**config.mk**
```make
export PLATFORM = sky130hd
export DESIGN_NAME = murmurhash2_stream_top
export DESIGN_NICKNAME = d
export VERILOG_FILES = /design/src/rtl/mh2_pkg.sv /design/src/rtl/murmurhash2_stream_top.sv /design/src/rtl/mh2_fifo.sv /design/src/rtl/mh2_front.sv /design/src/rtl/mh2_back.sv
export SDC_FILE = /design/constraint.sdc
export NUM_CORES = 2
export LEC_CHECK = 0
export ABC_CLOCK_PERIOD_IN_PS = 14900
export BUFFER_PORTS_ARGS = -buffer_cell sky130_fd_sc_hd__buf_2
export CELL_PAD_IN_SITES_DETAIL_PLACEMENT = 1
export CELL_PAD_IN_SITES_GLOBAL_PLACEMENT = 1
export CORE_ASPECT_RATIO = 0.9
export CORE_UTILIZATION = 50
export DETAILED_ROUTE_END_ITERATION = 8
export PLACE_DENSITY = 0.75
export SYNTH_ARGS = -nofsm -noshare
export SYNTH_HDL_FRONTEND = slang
export SYNTH_HIERARCHICAL = 1
export SYNTH_SLANG_ARGS = --single-unit
```
**constraint.sdc**
```tcl
create_clock -name i_clk -period 14.9 [get_ports i_clk]
set_input_delay 0.745 -clock i_clk [delete_from_list [all_inputs] [get_ports i_clk]]
set_output_delay 0.745 -clock i_clk [all_outputs]
set_load 0.005 [all_outputs]
```
**src/rtl/mh2_pkg.sv**
```systemverilog
// Shared types, constants and mixing functions for the MurmurHash2 stream block.
package mh2_pkg;

    localparam logic [31:0] MIX_MUL     = 32'h5bd1e995;
    localparam int          MIX_SHIFT   = 24;
    localparam int          FIN_SHIFT_A = 13;
    localparam int          FIN_SHIFT_B = 15;
    localparam logic [31:0] SEED_RESET  = 32'ha5a8ae1e;

    // One classified request as it travels from the front end to the hash core.
    typedef struct packed {
        logic        start;  // first request of a message, hash starts from init
        logic        last;   // final request, the finished hash is delivered
        logic        skip;   // short word with no valid bytes leaves the hash as is
        logic        full;   // full word, post holds the premixed word
        logic [31:0] init;   // seed XOR message length
        logic [31:0] pre;    // masked tail bytes, zero for a full word
        logic [31:0] post;   // premixed word k
    } t_op;

    function automatic logic [31:0] mul32(input logic [31:0] a);
        return a * MIX_MUL;
    endfunction

    function automatic logic [31:0] tail_mask(input logic [1:0] cnt);
        logic [31:0] m;
        case (cnt)
            2'd1:    m = 32'h0000_00ff;
            2'd2:    m = 32'h0000_ffff;
            2'd3:    m = 32'h00ff_ffff;
            default: m = 32'h0000_0000;
        endcase
        return m;
    endfunction

endpackage

```
**src/rtl/murmurhash2_stream_top.sv**
```systemverilog
// Streaming MurmurHash2: one request per cycle in unless full, one hash per message out.
// Throughput: one request per cycle unless full; one multiply per word in the core sets this.
// After its last request is accepted, the hash of a message passes two premix stages,
// the request queue, the recurrence, the avalanche stage and the result queue.
// Reset: synchronous, active low; queues empty, no message open, seed back to 0xa5a8ae1e.
module murmurhash2_stream_top #(
    parameter int QUEUE_DEPTH = 4,
    parameter int OUT_DEPTH   = 4
) (
    input  logic        i_clk,
    input  logic        i_rst_n,
    input  logic        push,
    output logic        full,
    input  logic [31:0] i_data_word,
    input  logic [2:0]  i_byte_count,
    input  logic [30:0] i_message_length,
    input  logic        i_last_item,
    input  logic        i_cfg_we,
    input  logic [31:0] i_cfg_wdata,
    output logic        empty,
    input  logic        pop,
    output logic [31:0] o_hash_value
);

    import mh2_pkg::*;

    localparam int OP_W = $bits(t_op);

    logic        f_valid;
    t_op         f_op;
    logic        q_empty;
    t_op         q_op;
    logic        b_pop;
    logic        r_valid;
    logic [31:0] r_hash_w;
    logic        out_release;

    assign out_release = pop && !empty;

    mh2_front #(.DEPTH(QUEUE_DEPTH)) u_front (
        .i_clk            (i_clk),
        .i_rst_n          (i_rst_n),
        .push             (push),
        .full             (full),
        .i_data_word      (i_data_word),
        .i_byte_count     (i_byte_count),
        .i_message_length (i_message_length),
        .i_last_item      (i_last_item),
        .i_cfg_we         (i_cfg_we),
        .i_cfg_wdata      (i_cfg_wdata),
        .i_release        (b_pop),
        .o_op_valid       (f_valid),
        .o_op             (f_op)
    );

    mh2_fifo #(.WIDTH(OP_W), .DEPTH(QUEUE_DEPTH)) u_op_queue (
        .i_clk   (i_clk),
        .i_rst_n (i_rst_n),
        .i_push  (f_valid),
        .i_data  (f_op),
        .i_pop   (b_pop),
        .o_empty (q_empty),
        .o_data  (q_op)
    );

    mh2_back #(.OUT_DEPTH(OUT_DEPTH)) u_back (
        .i_clk         (i_clk),
        .i_rst_n       (i_rst_n),
        .i_op_valid    (!q_empty),
        .i_op          (q_op),
        .o_op_pop      (b_pop),
        .o_res_valid   (r_valid),
        .o_res_hash    (r_hash_w),
        .i_res_release (out_release)
    );

    mh2_fifo #(.WIDTH(32), .DEPTH(OUT_DEPTH)) u_out_queue (
        .i_clk   (i_clk),
        .i_rst_n (i_rst_n),
        .i_push  (r_valid),
        .i_data  (r_hash_w),
        .i_pop   (pop),
        .o_empty (empty),
        .o_data  (o_hash_value)
    );

endmodule

```
**src/rtl/mh2_fifo.sv**
```systemverilog
// Small synchronous queue built from registers.
module mh2_fifo #(
    parameter int WIDTH = 32,
    parameter int DEPTH = 4
) (
    input  logic             i_clk,
    input  logic             i_rst_n,
    input  logic             i_push,
    input  logic [WIDTH-1:0] i_data,
    input  logic             i_pop,
    output logic             o_empty,
    output logic [WIDTH-1:0] o_data
);

    localparam int PW = (DEPTH > 1) ? $clog2(DEPTH) : 1;
    localparam int CW = $clog2(DEPTH + 1);
    localparam logic [PW-1:0] LAST_PTR = PW'(DEPTH - 1);
    localparam logic [CW-1:0] FULL_CNT = CW'(DEPTH);

    logic [WIDTH-1:0] r_mem [DEPTH];
    logic [PW-1:0]    r_wr_ptr, n_wr_ptr;
    logic [PW-1:0]    r_rd_ptr, n_rd_ptr;
    logic [CW-1:0]    r_count, n_count;
    logic             do_pop;

    assign do_pop  = i_pop && (r_count != '0);
    assign o_empty = (r_count == '0);
    assign o_data  = r_mem[r_rd_ptr];

    always_comb begin
        n_wr_ptr = r_wr_ptr;
        n_rd_ptr = r_rd_ptr;
        if (i_push) begin
            n_wr_ptr = (r_wr_ptr == LAST_PTR) ? '0 : r_wr_ptr + PW'(1);
        end
        if (do_pop) begin
            n_rd_ptr = (r_rd_ptr == LAST_PTR) ? '0 : r_rd_ptr + PW'(1);
        end
        n_count = r_count + CW'(i_push) - CW'(do_pop);
    end

    always_ff @(posedge i_clk) begin
        if (!i_rst_n) begin
            r_wr_ptr <= '0;
            r_rd_ptr <= '0;
            r_count  <= '0;
        end else begin
            r_wr_ptr <= n_wr_ptr;
            r_rd_ptr <= n_rd_ptr;
            r_count  <= n_count;
        end
    end

    always_ff @(posedge i_clk) begin
        if (i_push) begin
            r_mem[r_wr_ptr] <= i_data;
        end
    end

`ifndef ASSERT_OFF
    // The senders hold credits, so a push never lands on a full queue.
    a_no_overflow: assert property (@(posedge i_clk) disable iff (!i_rst_n)
        i_push |-> (r_count != FULL_CNT))
        else $error("mh2_fifo: push into a full queue");
`endif

endmodule

```
**src/rtl/mh2_front.sv**
```systemverilog
// Front end: takes requests, classifies them and premixes the data word.
module mh2_front #(
    parameter int DEPTH = 4
) (
    input  logic          i_clk,
    input  logic          i_rst_n,
    input  logic          push,
    output logic          full,
    input  logic [31:0]   i_data_word,
    input  logic [2:0]    i_byte_count,
    input  logic [30:0]   i_message_length,
    input  logic          i_last_item,
    input  logic          i_cfg_we,
    input  logic [31:0]   i_cfg_wdata,
    input  logic          i_release,
    output logic          o_op_valid,
    output mh2_pkg::t_op  o_op
);

    import mh2_pkg::*;

    localparam int CW = $clog2(DEPTH + 1);
    localparam logic [CW-1:0] CRED_MAX = CW'(DEPTH);

    logic [31:0]   r_seed;
    logic [CW-1:0] r_cred, n_cred;
    logic          r_in_msg;
    logic          r_s1_v, r_s2_v;
    t_op           r_s1, n_s1;
    t_op           r_s2, n_s2;
    logic          accept;

    assign full       = (r_cred == '0);
    assign accept     = push && !full;
    assign o_op_valid = r_s2_v;
    assign o_op       = r_s2;

    always_comb begin
        n_s1.start = !r_in_msg;
        n_s1.last  = i_last_item;
        n_s1.full  = i_byte_count[2];
        n_s1.skip  = !i_byte_count[2] && (i_byte_count[1:0] == 2'd0);
        n_s1.init  = r_seed ^ {1'b0, i_message_length};
        n_s1.pre   = i_byte_count[2] ? 32'h0 : (i_data_word & tail_mask(i_byte_count[1:0]));
        // First half of the word mix; post carries k until the second multiply.
        n_s1.post  = mul32(i_data_word);

        n_s2      = r_s1;
        n_s2.post = mul32(r_s1.post ^ (r_s1.post >> MIX_SHIFT));

        n_cred = r_cred - CW'(accept) + CW'(i_release);
    end

    always_ff @(posedge i_clk) begin
        if (!i_rst_n) begin
            r_seed   <= SEED_RESET;
            r_cred   <= CRED_MAX;
            r_in_msg <= 1'b0;
            r_s1_v   <= 1'b0;
            r_s2_v   <= 1'b0;
        end else begin
            if (i_cfg_we) begin
                r_seed <= i_cfg_wdata;
            end
            if (accept) begin
                r_in_msg <= !i_last_item;
            end
            r_cred <= n_cred;
            r_s1_v <= accept;
            r_s2_v <= r_s1_v;
        end
    end

    always_ff @(posedge i_clk) begin
        r_s1 <= n_s1;
        r_s2 <= n_s2;
    end

`ifndef ASSERT_OFF
    a_cred_bound: assert property (@(posedge i_clk) disable iff (!i_rst_n)
        r_cred <= CRED_MAX)
        else $error("mh2_front: queue credits above queue depth");

    // Every accepted request passes the r_s1 and r_s2 stages into the queue.
    a_stage_flow: assert property (@(posedge i_clk) disable iff (!i_rst_n)
        accept |=> ##1 r_s2_v)
        else $error("mh2_front: accepted request lost in premix stages");
`endif

endmodule

```
**src/rtl/mh2_back.sv**
```systemverilog
// Hash core: runs the per-word recurrence and the final avalanche.
module mh2_back #(
    parameter int OUT_DEPTH = 4
) (
    input  logic          i_clk,
    input  logic          i_rst_n,
    input  logic          i_op_valid,
    input  mh2_pkg::t_op  i_op,
    output logic          o_op_pop,
    output logic          o_res_valid,
    output logic [31:0]   o_res_hash,
    input  logic          i_res_release
);

    import mh2_pkg::*;

    localparam int CW = $clog2(OUT_DEPTH + 1);
    localparam logic [CW-1:0] CRED_MAX = CW'(OUT_DEPTH);

    logic [CW-1:0] r_cred, n_cred;
    logic [31:0]   r_hash;
    logic [31:0]   r_fin;
    logic          r_done;
    logic          r_fin_v;
    logic [31:0]   h_base;
    logic [31:0]   h_mul;
    logic [31:0]   h_new;
    logic          take_last;

    // A final request waits until the result queue has room for its hash.
    assign o_op_pop  = i_op_valid && (!i_op.last || (r_cred != '0));
    assign take_last = o_op_pop && i_op.last;

    always_comb begin
        h_base = i_op.start ? i_op.init : r_hash;
        h_mul  = mul32(h_base ^ i_op.pre);
        if (i_op.skip) begin
            h_new = h_base;
        end else if (i_op.full) begin
            h_new = h_mul ^ i_op.post;
        end else begin
            h_new = h_mul;
        end
        n_cred = r_cred - CW'(take_last) + CW'(i_res_release);
    end

    assign o_res_valid = r_fin_v;
    assign o_res_hash  = r_fin ^ (r_fin >> FIN_SHIFT_B);

    always_ff @(posedge i_clk) begin
        if (!i_rst_n) begin
            r_cred  <= CRED_MAX;
            r_done  <= 1'b0;
            r_fin_v <= 1'b0;
        end else begin
            r_cred  <= n_cred;
            r_done  <= take_last;
            r_fin_v <= r_done;
        end
    end

    always_ff @(posedge i_clk) begin
        if (o_op_pop) begin
            r_hash <= h_new;
        end
        if (r_done) begin
            r_fin <= mul32(r_hash ^ (r_hash >> FIN_SHIFT_A));
        end
    end

`ifndef ASSERT_OFF
    a_cred_bound: assert property (@(posedge i_clk) disable iff (!i_rst_n)
        r_cred <= CRED_MAX)
        else $error("mh2_back: result credits above queue depth");

    a_fin_flow: assert property (@(posedge i_clk) disable iff (!i_rst_n)
        take_last |=> ##1 o_res_valid)
        else $error("mh2_back: finished hash not delivered");
`endif

endmodule

```
==> results.md <==
- Iter 0 DRT Violations: 1819
- Tmin final: 9.965 ns
- Number of synthesized flops with an enable pin: 592
- I/O pins: 138
- Synth Area in Simple Gates: 3.006%
- Largest net degree at the start of global routing: 86
- Post-DP HPWL: 135.0 mm
- Synth Area in Adders: 38.48%
- Die area: 131400 sq um
- CTS tree: built
- First-pass GRT wire length: 262.1 mm
- Syn avg cell area: 12.53 sq um
- Commonest non-fill, non-tap cells in the layout: 1351 x inv_1, 859 x ha_1, 710 x fa_1
- All-Layer GR Usage: 26.68%
- Drt total wl: 170.6 mm
- FF+latch count, synth: 837
- Cell variety after synth: 80
- Die height: 344.0 um
- Skew final: 0.05982 ns
- Synth Area in Compound Gates: 2.997%
- Highest Clock Rate: 100.4 MHz
- Clock latency on the worst-skew pair: 0.69 ns
- Yosys warnings: 6
- CORE AREA: 129000 sq um
- Synth area leaders: edfxtp_1 27%, fa_1 22%, ha_1 17%
- Crit Path Category: flip-flop to flip-flop
- # rows: 125
- Tcrit/Tclk final: 66.88%
- Nets@finish: 7063
- Fin. Hold Viols: 0
- Final setup viols: 0
- Largest family of logic cells by synthesized area: adder cells
- Crit start category: flip-flop
- Req. time, crit path: 15.29 ns
- Vias in the first global route: 43160
- DR vias/cell: 5.301
- CTS root buf: clkbuf_16
- IO Port Bufs: 137
- Crit path DAT: 10.36 ns
- CP bufs+invs: 9
- Share of the synthesized area in the top cell type: 27.36%
- Count of pins over their slew limit: 0
- Slew HR: 2.874%
- Status: finished clean
- Sequential element share of the synthesized area: 34.91%
- CTS Hold Bufs: 0
- CP Capture Type: flip-flop
- Die W: 382.0 um
- Cell family with most CP delay: adder cells
- Resized Gates After CTS: 0
- Detailed-route via count: 38050
- Final setup TNS: 0 ns
- Most common cell after layout, fill and taps aside: inv_1
- Clk pin slew, worst setup/hold paths: 0.06 ns
- RSZ-0062 raised after global routing: no
- DRT antenna net count: 0
- CP dominant cell by count: inv_1
- Htree depth: 3
- Asr flop ratio synth: 0%
- Syn-to-layout area delta: 8.457%
- Num Clock Sinks: 837
- Synth Area in XOR/XNOR: 5.938%
- Initial antenna violation count: 5
- Slowest stage delay, CP: 0.75 ns
- Total grt overflow: 0
- TritonCTS Buffers: 83
- Remaining DRCs: 0
- Hold WC Path Type: input pin to flip-flop
- Mapped Area: 64960 sq um
- Post-synth top flop: edfxtp_1
- CP max stage cell: buf_4
- Max-Cap Viols: 0
- Post-CTS setup repair buffer count: 0
- Mapped Cells: 5183
- Biggest area consumer among synthesized cells: edfxtp_1
- Clock tree buffer depth: 3
- First-pass DRT Iterations: 5
- Mux cell area share after synthesis: 5.843%
- Crit path max fanout: 54
- Avg WL per Cell: 23.76 um
- Starting density of the core: 50.35%
- Tightest Pin Transition: 1.447 ns
- GP Congestion: 0.9093
- Share of layout cells above drive strength 1: 8.864%
cells in the mapped netlist (14+ instances only):
cell         n
a211oi_1    15
a21o_1      38
a21oi_1    101
and2_1      55
and3_1      16
buf_2       14
buf_4       24
clkbuf_1    18
dfxtp_1    245
edfxtp_1   592
fa_1       710
ha_1       859
inv_1     1351
mux2i_1     77
mux4_2     130
nand2_1    108
nand2b_1    15
nor2_1      90
nor2b_1     33
nor3_1      24
o21a_1      15
o21ai_0     25
o21ai_1     34
xnor2_1    281
xor2_1     140
cells by family after synthesis:
family / Yosys count
AO/OA/AOI/OAI: 306
XOR/XNOR: 430
adder cells (fa/ha/maj): 1573
buffers and inverters: 1431
flip-flops: 837
multiplexers: 211
other: 1
AND/OR/NAND/NOR: 394
final cells by class:
class	count	area (sq um)
inverter	1353	5079
multi-input combinational	2922	36630
timing repair buffer	193	1119
fill	13200	58570
antenna	4	10.01
clock buffer	118	2374
tap	1714	2145
clock inverter	37	409.1
sequential	837	22690
worst paths after layout:
check	startpoint	to	slack, ns	depth (start not counted)
min reg2reg	u_front/n_s2[48]	u_front/o_op[48]	0.32	0
max reg2reg	flip-flop	u_back/r_hash[31]	4.94	31
max	flip-flop	u_back/r_hash[31]	4.94	31
min	i_last_item	u_front/n_s2[98]	0.19	1
through the flow:
step                cell area, sq um  std cells  hold slack, ns  setup WS (ns)  util (%)
floorplan                      64990       5190          0.3096          6.229         -
global placement               67670       7019          0.3103          5.271     52.44
detailed placement             67670       7019          0.3132          5.038     52.44
CTS                            70450       7174          0.1493          4.989     54.60
global route                   70450       7175          0.1649          4.605     54.60
finish                         70460       7178          0.1904          4.935     54.61
flip-flops by register name, indices dropped and copies added, names as in the netlist, named ones only:
| signal | count |
|---|---|
| u_front/o_op | 92 |
| u_front/r_cred | 3 |
| u_front/r_s1_v | 1 |
| u_front/r_seed | 32 |
| u_out_queue/r_wr_ptr | 2 |
| u_front/r_s1 | 32 |
| u_front/r_in_msg | 1 |
| u_op_queue/r_mem | 400 |
| u_front/n_s2 | 60 |
| u_back/r_fin | 32 |
| u_out_queue/r_rd_ptr | 2 |
| u_op_queue/r_rd_ptr | 2 |
| u_front/o_op_valid | 1 |
| u_back/r_cred | 3 |
| u_back/r_done | 1 |
| u_back/o_res_valid | 1 |
| u_out_queue/r_count | 3 |
| u_back/r_hash | 32 |
| u_op_queue/r_wr_ptr | 2 |
| u_op_queue/r_count | 3 |
| u_out_queue/r_mem | 128 |
layer usage:
metal	vias up	GRT usage, %	part of all wire [%]
li1	17120	-	-
met1	19920	35.38	43
met2	821	46.81	50
met3	195	2.851	3.8
met4	4	6.967	2.6
met5	-	0	0.016
worst reg2reg max path, delay by kind of cell, from the launching register on:
family,cells,cell delay (ns)
AOI/OAI and AO/OA,6,1.77
xor gates and xnor gates,3,0.59
buffers and inverters,9,1.86
and+or+nand+nor,1,0.22
DFF,1,0.60
adders and majority gates,9,3.76
muxes,3,0.87
Power is left out: the tool's default activity adds up to more than one toggle a clock period on the data nets, which glitch-free logic cannot reach.
